<file path="config.mk">
export PLATFORM = sky130hd
export DESIGN_NAME = message_display_rotation_queue_unit_flat
export DESIGN_NICKNAME = d
export VERILOG_FILES = /design/src/hw/rtl/mdrq_pkg.sv /design/src/hw/rtl/mdrq_if.sv /design/src/hw/rtl/message_display_rotation_queue_unit.sv /design/src/hw/rtl/mdrq_cell.sv /design/src/hw/rtl/mdrq_chain.sv /design/src/flat_wrapper.sv
export SDC_FILE = /design/constraint.sdc
export NUM_CORES = 2
export LEC_CHECK = 0
export ABC_CLOCK_PERIOD_IN_PS = 10900
export BUFFER_PORTS_ARGS = -buffer_cell sky130_fd_sc_hd__buf_4
export CELL_PAD_IN_SITES_DETAIL_PLACEMENT = 0
export CELL_PAD_IN_SITES_GLOBAL_PLACEMENT = 1
export CORE_MARGIN = 1.5
export CORE_UTILIZATION = 43
export CTS_CLUSTER_SIZE = 24
export DETAILED_ROUTE_END_ITERATION = 8
export PLACE_DENSITY_LB_ADDON = 0.1
export SYNTH_ARGS = -nofsm -noshare
export SYNTH_HDL_FRONTEND = slang
export SYNTH_SLANG_ARGS = --single-unit
</file>
<file path="constraint.sdc">
create_clock -name clk -period 10.9 [get_ports clk]
set_input_delay 1.635 -clock clk [delete_from_list [all_inputs] [get_ports clk]]
set_output_delay 1.635 -clock clk [all_outputs]
set_load 0.03 [all_outputs]
</file>
<file path="src/hw/rtl/mdrq_pkg.sv">
// package for the message display rotation queue
// shared constants, codes and types; no dependencies
package mdrq_pkg;
	localparam int ExpDepth = 16;
	localparam int PermDepth = 16;
	localparam int ExpCntW = $clog2(ExpDepth + 1);
	localparam int PermCntW = $clog2(PermDepth + 1);

	// both stores are built from rows of this many cells; counts bound the live part
	localparam int ChainDepth = (ExpDepth > PermDepth) ? ExpDepth : PermDepth;
	localparam int ChainCntW = $clog2(ChainDepth + 1);
	localparam int ChainIdxW = (ChainDepth > 1) ? $clog2(ChainDepth) : 1;

	localparam logic [1:0] KIND_NOTIFY = 2'd0;
	localparam logic [1:0] KIND_CLOSE = 2'd1;
	localparam logic [1:0] KIND_TICK = 2'd2;
	localparam logic [1:0] KIND_POP = 2'd3;

	localparam logic [1:0] ST_OK = 2'd0;
	localparam logic [1:0] ST_NOT_FOUND = 2'd1;
	localparam logic [1:0] ST_FULL = 2'd2;

	localparam logic [15:0] DEF_LIFETIME_RST = 16'd1000;
	localparam logic [15:0] ROT_INTERVAL_RST = 16'd10000;

	localparam logic CFG_DEF_LIFETIME = 1'b0;
	localparam logic CFG_ROT_INTERVAL = 1'b1;

	typedef struct packed {
		logic [1:0] kind;
		logic signed [31:0] timeout_ms;
		logic [31:0] target_id;
		logic [15:0] tick_ms;
	} in_item_t;

	typedef struct packed {
		logic [31:0] assigned_id;
		logic [1:0] status;
		logic visible;
		logic [31:0] shown_id;
	} out_item_t;

	// per-cell control from the sequencer
	typedef struct packed {
		logic append;     // write into the cell at the fill boundary
		logic remove;     // shift left from the removal point
		logic dec_head;   // head lifetime takes a tick
	} cell_ctl_t;

	// saturating signed subtract of an unsigned 16 bit amount
	function automatic logic signed [31:0] sat_sub(input logic signed [31:0] a,
			input logic [15:0] d);
		logic signed [32:0] r;
		r = {a[31], a} - $signed({17'd0, d});
		if (r < -33'sd2147483648) sat_sub = 32'sh8000_0000;
		else sat_sub = r[31:0];
	endfunction
endpackage

</file>
<file path="src/hw/rtl/mdrq_if.sv">
// valid/ready channel carrying one item
// depends on mdrq_pkg for the item types
interface mdrq_in_if;
	logic valid;
	logic ready;
	mdrq_pkg::in_item_t data;
	modport source(output valid, output data, input ready);
	modport sink(input valid, input data, output ready);
endinterface

interface mdrq_out_if;
	logic valid;
	logic ready;
	mdrq_pkg::out_item_t data;
	modport source(output valid, output data, input ready);
	modport sink(input valid, input data, output ready);
endinterface

</file>
<file path="src/hw/rtl/message_display_rotation_queue_unit.sv">
// top level of the message display rotation queue
// depends on mdrq_pkg, mdrq_if, mdrq_chain
//
// Two rows of cells hold the expiring and permanent messages; a short sequencer
// runs each item through its steps in order: the input transfer, the store update
// (append, removal by id, pop, head aging), the expiry and rotation step, and the
// result load. Pop-top of a non-empty permanent store passes through the rotation
// step once more for its 1 ms tick. A new item is taken once the previous result
// has gone into the output register; a result that waits there holds the next
// item in its result step until the output is free.
// There is no clearing pass: count registers bound every read.
module message_display_rotation_queue_unit (
	input logic clk,
	input logic arst_n,
	mdrq_in_if.sink in_ch,
	mdrq_out_if.source out_ch,
	input logic cfg_we,
	input logic cfg_index,
	input logic [15:0] cfg_wdata
);
	localparam int ED = mdrq_pkg::ExpDepth;
	localparam int PD = mdrq_pkg::PermDepth;
	localparam int EW = mdrq_pkg::ExpCntW;
	localparam int PW = mdrq_pkg::PermCntW;
	localparam int CD = mdrq_pkg::ChainDepth;
	localparam int CW = mdrq_pkg::ChainCntW;
	localparam int CIW = mdrq_pkg::ChainIdxW;

	typedef enum logic [3:0] {
		S_IDLE = 4'b0001,
		S_AGE = 4'b0010,
		S_ROT = 4'b0100,
		S_OUT = 4'b1000
	} state_t;

	state_t state_q;
	mdrq_pkg::in_item_t item_q;
	logic [15:0] def_life_q, rot_int_q;
	logic [EW-1:0] ecnt_q;
	logic [PW-1:0] pcnt_q;
	logic cur_v_q;
	logic [PW-1:0] cur_q;
	logic signed [31:0] rot_q;
	logic [31:0] next_id_q;
	logic vis_q;
	logic [31:0] shid_q;
	logic [1:0] status_q;
	logic [31:0] aid_q;
	logic tick_q;          // run tick in the rotate step
	logic [15:0] dt_q;
	logic out_v_q;
	mdrq_pkg::out_item_t out_q;

	// chain controls
	logic e_app, e_rm, e_dec, p_app, p_rm;
	logic [CW-1:0] e_rm_idx;
	logic [CW-1:0] p_rm_idx;
	logic [31:0] e_head_id, p_found_unused;
	logic signed [31:0] e_head_life;
	logic [31:0] e_ids [CD];
	logic [31:0] p_ids [CD];
	logic e_found, p_found;
	logic [CW-1:0] e_fidx;
	logic [CW-1:0] p_fidx;
	logic signed [31:0] eff_to;
	logic [31:0] p_head_unused_l;

	assign eff_to = (item_q.timeout_ms == -32'sd1) ?
		$signed({16'd0, def_life_q}) : item_q.timeout_ms;

	mdrq_chain u_exp (
		.clk(clk), .append(e_app), .remove(e_rm), .dec_head(e_dec),
		.count(CW'(ecnt_q)), .rm_idx(e_rm_idx), .tick_ms(dt_q),
		.new_id(next_id_q), .new_life(eff_to), .match_id(item_q.target_id),
		.head_id(e_head_id), .head_life(e_head_life), .ids(e_ids),
		.found(e_found), .found_idx(e_fidx)
	);

	mdrq_chain u_perm (
		.clk(clk), .append(p_app), .remove(p_rm), .dec_head(1'b0),
		.count(CW'(pcnt_q)), .rm_idx(p_rm_idx), .tick_ms(dt_q),
		.new_id(next_id_q), .new_life(32'sd0), .match_id(item_q.target_id),
		.head_id(p_found_unused), .head_life(p_head_unused_l), .ids(p_ids),
		.found(p_found), .found_idx(p_fidx)
	);

	logic is_notify, is_close, is_pop, perm_new;
	assign is_notify = item_q.kind == mdrq_pkg::KIND_NOTIFY;
	assign is_close = item_q.kind == mdrq_pkg::KIND_CLOSE;
	assign is_pop = item_q.kind == mdrq_pkg::KIND_POP;
	assign perm_new = eff_to == 32'sd0;

	// age step: appends, removals by id, pop, and head aging for a tick happen here
	always_comb begin
		e_app = 1'b0; e_rm = 1'b0; e_dec = 1'b0; p_app = 1'b0; p_rm = 1'b0;
		e_rm_idx = '0; p_rm_idx = '0;
		if (state_q == S_AGE) begin
			if (is_notify) begin
				p_app = perm_new && (pcnt_q < PW'(PD));
				e_app = !perm_new && (ecnt_q < EW'(ED));
			end else if (is_close && item_q.target_id != 32'd0) begin
				if (p_found) begin
					p_rm = 1'b1; p_rm_idx = p_fidx;
				end else if (e_found) begin
					e_rm = 1'b1; e_rm_idx = e_fidx;
				end
			end else if (is_pop && pcnt_q != '0) begin
				p_rm = 1'b1;
			end
			// a tick ages the head now; its removal follows in the rotate step
			e_dec = (item_q.kind == mdrq_pkg::KIND_TICK) && (ecnt_q != '0);
		end
		// expired head drops in the rotate step, once the pop has aged it
		if (state_q == S_ROT && tick_q && !is_pop && ecnt_q != '0 &&
				e_head_life <= 32'sd0) begin
			e_rm = 1'b1; e_rm_idx = '0;
		end
		if (state_q == S_ROT && tick_q && is_pop && ecnt_q != '0) begin
			e_dec = 1'b1;
		end
	end

	// pop ages in rotate step, then the expired check follows in a second rotate pass
	logic signed [31:0] rot_sub;
	logic [PW-1:0] cur_inc;
	assign rot_sub = mdrq_pkg::sat_sub(rot_q, dt_q);
	assign cur_inc = cur_q + PW'(1);

	always_ff @(posedge clk or negedge arst_n) begin
		if (!arst_n) begin
			state_q <= S_IDLE;
			item_q <= '0;
			def_life_q <= mdrq_pkg::DEF_LIFETIME_RST;
			rot_int_q <= mdrq_pkg::ROT_INTERVAL_RST;
			ecnt_q <= '0;
			pcnt_q <= '0;
			cur_v_q <= 1'b0;
			cur_q <= '0;
			rot_q <= '0;
			next_id_q <= 32'd1;
			vis_q <= 1'b0;
			shid_q <= '0;
			status_q <= mdrq_pkg::ST_OK;
			aid_q <= '0;
			dt_q <= '0;
			out_v_q <= 1'b0;
			out_q <= '0;
			tick_q <= 1'b0;
		end else begin
			if (cfg_we) begin
				if (cfg_index == mdrq_pkg::CFG_DEF_LIFETIME) def_life_q <= cfg_wdata;
				else rot_int_q <= cfg_wdata;
			end
			// the result step loads the register itself
			if (out_ch.ready && state_q != S_OUT) out_v_q <= 1'b0;
			case (state_q)
				S_IDLE: begin
					if (in_ch.valid) begin
						item_q <= in_ch.data;
						dt_q <= in_ch.data.tick_ms;
						state_q <= S_AGE;
					end
				end
				S_AGE: begin
					aid_q <= is_notify ? next_id_q : 32'd0;
					tick_q <= (item_q.kind == mdrq_pkg::KIND_TICK) ||
						(is_pop && pcnt_q != '0);
					if (is_notify) begin
						next_id_q <= (next_id_q == 32'hFFFF_FFFF) ? 32'd1 : next_id_q + 32'd1;
						if (perm_new) begin
							if (pcnt_q < PW'(PD)) begin
								status_q <= mdrq_pkg::ST_OK;
								pcnt_q <= pcnt_q + PW'(1);
								if (!cur_v_q) begin
									cur_v_q <= 1'b1; cur_q <= pcnt_q;
								end
							end else status_q <= mdrq_pkg::ST_FULL;
						end else begin
							if (ecnt_q < EW'(ED)) begin
								status_q <= mdrq_pkg::ST_OK;
								ecnt_q <= ecnt_q + EW'(1);
							end else status_q <= mdrq_pkg::ST_FULL;
						end
					end else if (is_close) begin
						if (item_q.target_id == 32'd0) status_q <= mdrq_pkg::ST_NOT_FOUND;
						else if (p_found) begin
							status_q <= mdrq_pkg::ST_OK;
							pcnt_q <= pcnt_q - PW'(1);
							if (cur_v_q) begin
								if (PW'(p_fidx) < cur_q) cur_q <= cur_q - PW'(1);
								else if (PW'(p_fidx) == cur_q && cur_q >= pcnt_q - PW'(1)) begin
									cur_q <= '0;
									if (pcnt_q == PW'(1)) cur_v_q <= 1'b0;
								end
							end
						end else if (e_found) begin
							status_q <= mdrq_pkg::ST_OK;
							ecnt_q <= ecnt_q - EW'(1);
						end else status_q <= mdrq_pkg::ST_NOT_FOUND;
					end else begin
						status_q <= mdrq_pkg::ST_OK;
						if (is_pop && pcnt_q != '0) begin
							pcnt_q <= pcnt_q - PW'(1);
							if (cur_v_q) begin
								if (cur_q == '0) cur_v_q <= 1'b0;
								else cur_q <= cur_q - PW'(1);
							end
							dt_q <= 16'd1;
						end
					end
					state_q <= S_ROT;
				end
				S_ROT: begin
					// tick: the head was aged already (pop ages it this cycle)
					if (tick_q && is_pop) begin
						// second pass handled by going around once more as a tick
						item_q.kind <= mdrq_pkg::KIND_TICK;
						state_q <= S_ROT;
						tick_q <= 1'b1;
					end else begin
						if (tick_q) begin
							if (ecnt_q != '0 && e_head_life <= 32'sd0) begin
								ecnt_q <= ecnt_q - EW'(1);
								if (ecnt_q == EW'(1)) begin
									// rotation path after drop
									rot_q <= (rot_sub <= 32'sd0) ? $signed({16'd0, rot_int_q})
										: rot_sub;
								end
							end else if (ecnt_q == '0) begin
								rot_q <= (rot_sub <= 32'sd0) ? $signed({16'd0, rot_int_q})
									: rot_sub;
							end
							if ((ecnt_q == '0 || (ecnt_q == EW'(1) && e_head_life <= 32'sd0))
									&& rot_sub <= 32'sd0 && cur_v_q) begin
								if (pcnt_q == '0) cur_v_q <= 1'b0;
								cur_q <= (cur_inc >= pcnt_q) ? '0 : cur_inc;
							end
						end
						state_q <= S_OUT;
					end
				end
				S_OUT: begin
					if (!out_v_q || out_ch.ready) begin
						if (tick_q) begin
							if (ecnt_q != '0) begin
								vis_q <= 1'b1; shid_q <= e_head_id;
								out_q.visible <= 1'b1; out_q.shown_id <= e_head_id;
							end else if (cur_v_q && cur_q < pcnt_q) begin
								vis_q <= 1'b1; shid_q <= p_ids[CIW'(cur_q)];
								out_q.visible <= 1'b1;
								out_q.shown_id <= p_ids[CIW'(cur_q)];
							end else begin
								vis_q <= 1'b0; shid_q <= '0;
								out_q.visible <= 1'b0; out_q.shown_id <= '0;
							end
						end else begin
							out_q.visible <= vis_q; out_q.shown_id <= shid_q;
						end
						out_q.assigned_id <= aid_q;
						out_q.status <= status_q;
						out_v_q <= 1'b1;
						state_q <= S_IDLE;
					end
				end
				default: state_q <= S_IDLE;
			endcase
		end
	end

	assign in_ch.ready = state_q == S_IDLE;
	assign out_ch.valid = out_v_q;
	assign out_ch.data = out_q;
endmodule

</file>
<file path="src/hw/rtl/mdrq_cell.sv">
// one queue cell: id and lifetime, shifts toward the head on removal
// depends on mdrq_pkg
module mdrq_cell (
	input logic clk,
	input mdrq_pkg::cell_ctl_t ctl,
	input logic is_head,
	input logic [15:0] tick_ms,
	input logic [31:0] new_id,
	input logic signed [31:0] new_life,
	input logic [31:0] right_id,
	input logic signed [31:0] right_life,
	input logic [31:0] match_id,
	output logic [31:0] id,
	output logic signed [31:0] life,
	output logic match
);
	logic [31:0] id_q;
	logic signed [31:0] life_q;

	always_ff @(posedge clk) begin
		if (ctl.append) begin
			id_q <= new_id;
			life_q <= new_life;
		end else if (ctl.remove) begin
			id_q <= right_id;
			life_q <= right_life;
		end else if (ctl.dec_head && is_head) begin
			life_q <= mdrq_pkg::sat_sub(life_q, tick_ms);
		end
	end

	assign id = id_q;
	assign life = life_q;
	assign match = (id_q == match_id);
endmodule

</file>
<file path="src/hw/rtl/mdrq_chain.sv">
// row of cells forming one ordered store with first-match search
// depends on mdrq_pkg, mdrq_cell
module mdrq_chain (
	input logic clk,
	input logic append,
	input logic remove,
	input logic dec_head,
	input logic [mdrq_pkg::ChainCntW-1:0] count,
	input logic [mdrq_pkg::ChainCntW-1:0] rm_idx,
	input logic [15:0] tick_ms,
	input logic [31:0] new_id,
	input logic signed [31:0] new_life,
	input logic [31:0] match_id,
	output logic [31:0] head_id,
	output logic signed [31:0] head_life,
	output logic [31:0] ids [mdrq_pkg::ChainDepth],
	output logic found,
	output logic [mdrq_pkg::ChainCntW-1:0] found_idx
);
	localparam int Depth = mdrq_pkg::ChainDepth;
	localparam int CntW = mdrq_pkg::ChainCntW;

	logic signed [31:0] lifes [Depth];
	logic [Depth-1:0] hit;

	for (genvar g = 0; g < Depth; g++) begin : g_cell
		mdrq_pkg::cell_ctl_t c;
		logic [31:0] rid;
		logic signed [31:0] rlife;
		logic m;
		assign c.append = append && (count == CntW'(g));
		assign c.remove = remove && (CntW'(g) >= rm_idx);
		assign c.dec_head = dec_head;
		if (g + 1 < Depth) begin : g_r
			assign rid = ids[g+1];
			assign rlife = lifes[g+1];
		end else begin : g_e
			assign rid = ids[g];
			assign rlife = lifes[g];
		end
		mdrq_cell u_cell (
			.clk(clk), .ctl(c), .is_head(g == 0), .tick_ms(tick_ms),
			.new_id(new_id), .new_life(new_life), .right_id(rid),
			.right_life(rlife), .match_id(match_id),
			.id(ids[g]), .life(lifes[g]), .match(m)
		);
		assign hit[g] = m && (CntW'(g) < count);
	end

	always_comb begin
		found = 1'b0;
		found_idx = '0;
		for (int i = Depth - 1; i >= 0; i--) begin
			if (hit[i]) begin
				found = 1'b1;
				found_idx = CntW'(i);
			end
		end
	end

	assign head_id = ids[0];
	assign head_life = lifes[0];
endmodule
</file>
<file path="src/flat_wrapper.sv">
// flat-port wrapper written by rule: the top's interface ports become plain ports
module message_display_rotation_queue_unit_flat 
  (clk, arst_n, cfg_we, cfg_index, cfg_wdata, in_ch_valid, in_ch_data, in_ch_ready, out_ch_valid, out_ch_data, out_ch_ready);
  mdrq_in_if in_ch_i ();
  mdrq_out_if out_ch_i ();
  input logic clk;
  input logic arst_n;
  input logic cfg_we;
  input logic cfg_index;
  input logic [15:0] cfg_wdata;
  input wire logic [$bits(in_ch_i.valid)-1:0] in_ch_valid;
  input wire logic [$bits(in_ch_i.data)-1:0] in_ch_data;
  output wire logic [$bits(in_ch_i.ready)-1:0] in_ch_ready;
  output wire logic [$bits(out_ch_i.valid)-1:0] out_ch_valid;
  output wire logic [$bits(out_ch_i.data)-1:0] out_ch_data;
  input wire logic [$bits(out_ch_i.ready)-1:0] out_ch_ready;
  assign in_ch_i.valid = in_ch_valid;
  assign in_ch_i.data = in_ch_data;
  assign in_ch_ready = in_ch_i.ready;
  assign out_ch_valid = out_ch_i.valid;
  assign out_ch_data = out_ch_i.data;
  assign out_ch_i.ready = out_ch_ready;
  message_display_rotation_queue_unit u_core (.clk(clk), .arst_n(arst_n), .in_ch(in_ch_i), .out_ch(out_ch_i), .cfg_we(cfg_we), .cfg_index(cfg_index), .cfg_wdata(cfg_wdata));
endmodule
</file>
==> impl_metrics.csv <==
group,metric,value,unit
status,status,"finished clean",
synth,synth_edf_count,1536,
timing,layout_setup_ws,3.796,ns
clock_tree,clk_pin_slew,0.06,ns
setup_path,critical_path_class,"reg -> reg",
clock_tree,postCtsSetupBuffers,0,
setup_path,crit_buf_inv,3,
drt,drc,0,
final_layout,final-seq-area,54610,sq um
final_layout,area_growth,11.62,%
power,switching_power,11.09,mW
drt,drt-vias-per-instance,6.241,
grt,overflow,0,
power,power_switching_share,41.85,%
drt,firstDrtPassIters,6,
grt,grt_pass1_vias,69500,
power,clkPwrFrac,27.8,%
power,p_leak,40.69,nW
timing,min_period,7.104,ns
power,pwr-share-seq,35.1,%
place,portBuffers,172,
floorplanning,die_area,236700,sq um
timing,slew_headroom,12.31,%
clock_tree,clockRootBuffer,"clkbuf_16",
floorplanning,dieWidth,486.5,um
power,combPwrFrac,37.1,%
setup_path,crit_chain,"buf_4 -> xor2_1 -> nor4_1 -> nand4_1 -> nor3_1 -> nor4_2 -> nand4_1 -> a41oi_2 -> inv_2 -> o21ai_1 -> nand2_1 -> o21ai_4 -> buf_4",
final_layout,final_nets,8457,
synth,synth_seq_area_share,54.21,%
synth,synth_ff_type,"edfxtp_1",
setup_path,end_kind,"register",
timing,tightestPinTransition,1.315,ns
synth,ys_seq_elements,1870,
drt,finalWirelength,421.9,mm
grt,grt_max_degree,115,
floorplanning,die_h,486.5,um
run,cap_violations,0,
place,dpl_worst_slack,4.005,ns
setup_path,required,11.40,ns
synth,async_flop_share,17.86,%
floorplanning,io_pins,173,
synth,yosysMostFrequentCell,"edfxtp_1",
timing,holdWs,0.4619,ns
final_layout,nFillCells,20920,
setup_path,crit_start,"u_core.item_q[27]",
setup_path,slowest_stage,"o21ai_4",
timing,fin_setup_tns,0,ns
drt,avgRoutedWirePerCell,36.59,um
setup_path,path_delay_family,"simple AND/OR/NAND/NOR gates",
timing,finClkSkew,0.08581,ns
clock_tree,insertion_delay,0.91,ns
clock_tree,ctsResizeCount,0,
clock_tree,htreeDepth,4,
power,ir_drop,0.1818,mV
timing,maxSlewViolCount,0,
final_layout,multi_input_area,43490,sq um
floorplanning,coreArea,232500,sq um
synth,ys_top_cells_by_area,"edfxtp_1, mux2_2, dfrtp_1",
timing,finalSetupViolCount,0,
synth,synth-warning-count,0,
synth,synth.distinct_cells,97,
hold_path,hold_path.class,"reg -> reg",
clock_tree,numCtsBuffers,208,
setup_path,ff2ff_path_depth,13,
place,dp.final_hpwl,293.6,mm
setup_path,worstSetupStartpointType,"register",
power,p_int,15.40,mW
synth,synth_top_area_cell,"edfxtp_1",
power,pwr_density_cell,236.0,nW/um^2
place,gp_congestion,0.9957,
drt,postRouteAntennaNets,0,
setup_path,critPathMaxStageDelay,1.03,ns
final_layout,fin_cells,11530,
floorplanning,initial_core_util,43.23,%
synth,syn_inst,8339,
synth,netlist.area_leader.share,45.88,%
setup_path,crit_path_end,"u_core.u_exp.g_cell[4].u_cell.life[14]",
setup_path,r2r_slack,3.80,ns
setup_path,crit_fanout,33,
synth,ys_top_cells_by_count,"edfxtp_1, nand2_1, mux2_2",
setup_path,r2r_start,"u_core.item_q[27]",
setup_path,cp_num_cells,13,
power,p_total,26.49,mW
clock_tree,cts.sinks,1870,
clock_tree,cts_tree,"yes",
timing,timing.final.crit_share,65.18,%
setup_path,r2r-end,"u_core.u_exp.g_cell[4].u_cell.life[14]",
clock_tree,cts-hold-fix-buffers,0,
drt,vias,71970,
grt,grt_antenna_before_repair,28,
grt,grt_pass1_wl,580.1,mm
floorplanning,fp-row-count,177,
synth,netlist_area,100500,sq um
timing,finalHoldViolCount,0,
clock_tree,clockBufferDepth,3,
place,dpl.cell_count,11120,
synth,syn_nets,8510,
final_layout,layout-drive-gt1-share,21.29,%
drt,drt_iter0_drc,8743,
synth,synth.avg_cell_area,12.06,sq um
grt,track_usage,35.09,%
setup_path,cp.arrival,7.61,ns
timing,fmax,140.8,MHz
timing,rsz0062_at_grt,"no",
-- tightest hold or removal path: stages (launching register included) --
cell and delay, ns:
dfrtp_1 0.34, nand2_1 0.05, nand2_1 0.05
-- layout make-up --
type                       count  share of cell area [%]
antenna                       15                 0.03345
clock buffer                 280                   5.096
clock inverter               117                   1.262
inverter                      99                  0.3334
multi-input combinational   5745                   38.75
sequential                  1870                   48.67
tap                         3043                   3.393
timing repair buffer         362                   2.462
-- per-stage QoR --
step	utilization (%)	cell area [sq um]
2_1_floorplan	-	100500
3_3_place_gp	45.17	105000
3_5_place_dp	45.17	105000
4_1_cts	48.24	112200
5_1_grt	48.24	112200
6_report	48.26	112200
-- worst min-delay path by stage --
stage	startpoint	endpoint	slack (ns)	depth (start not counted)
after global placement	u_core.aid_q[11]	u_core.aid_q[11]	0.45	2
after detailed placement	u_core.aid_q[11]	u_core.aid_q[11]	0.45	2
after floorplan	u_core.aid_q[0]	u_core.aid_q[0]	0.43	2
after CTS	u_core.aid_q[8]	u_core.out_ch.data[43]	0.47	1
after global routing	u_core.aid_q[8]	u_core.out_ch.data[43]	0.49	1
final	u_core.aid_q[21]	u_core.aid_q[21]	0.46	2
-- placed cells by master (no fill, tap or decap), types with 27 or more instances in the layout --
master     synthesis  final
xnor2_1          437    437
buf_4             47    358
nor4_1           290    284
ha_1              65     65
clkbuf_16          0    210
edfxtp_1        1536   1536
clkinv_1           1     33
or4_1             29     28
a22o_1            29     29
dfrtp_2            0     54
nor2_1           192    184
mux2_2           783    783
xor2_1           662    662
mux2_1           194    194
a21o_1            27     27
nor3_1           116    109
nand2b_1          57     57
clkinv_2           0     36
nand2_1         1176   1163
mux2i_1           58     57
o21ai_1           55     51
dfrtp_1          321    255
a21oi_1           96     96
clkbuf_1         412     50
nor2b_1           42     42
inv_1             94     94
nand4_1          221    221
mux4_2           160    160
o21ai_0          576    568
nand3_1          149    143
-- registers in the layout, indices dropped and copies added, names as in the netlist, 5 cells and up --
signal	flops
u_core.aid_q	32
u_core.cur_q	5
u_core.def_life_q	16
u_core.dt_q	16
u_core.ecnt_q	5
u_core.item_q	66
u_core.next_id_q	32
u_core.out_ch.data	67
u_core.pcnt_q	5
u_core.rot_int_q	16
u_core.rot_q	32
u_core.shid_q	32
u_core.u_exp.g_cell.u_cell.id	512
u_core.u_exp.g_cell.u_cell.life	512
u_core.u_perm.g_cell.u_cell.id	512
-- layer usage --
layer,global-route usage (%),wire length (um)
met1,50.30,183300
met5,0,90
met3,6.141,34550
met2,51.95,182800
met4,15.51,21200
-- power groups by stage --
stage | combinational, mW | clock [mW] | sequential [mW]
6_report | 9.82 | 7.37 | 9.30
5_1_grt | 10.1 | 7.72 | 9.32
4_1_cts | 9.58 | 7.47 | 9.26
3_5_place_dp | 9.53 | 0 | 9.40
3_3_place_gp | 9.61 | 0 | 9.39
2_1_floorplan | 5.82 | 0 | 8.69
-- logic make-up after synthesis --
family          count (synthesis)  share of synthesized area [%]
simple gates                 2427                          11.70
flops                        1870                          54.21
mux                          1197                          15.14
xor+xnor                     1099                          9.575
compound gates                955                          5.450
buf+inv                       724                          3.082
fa+ha+maj                      67                         0.8488
No activity file was read; power rests on OpenSTA's default activity.
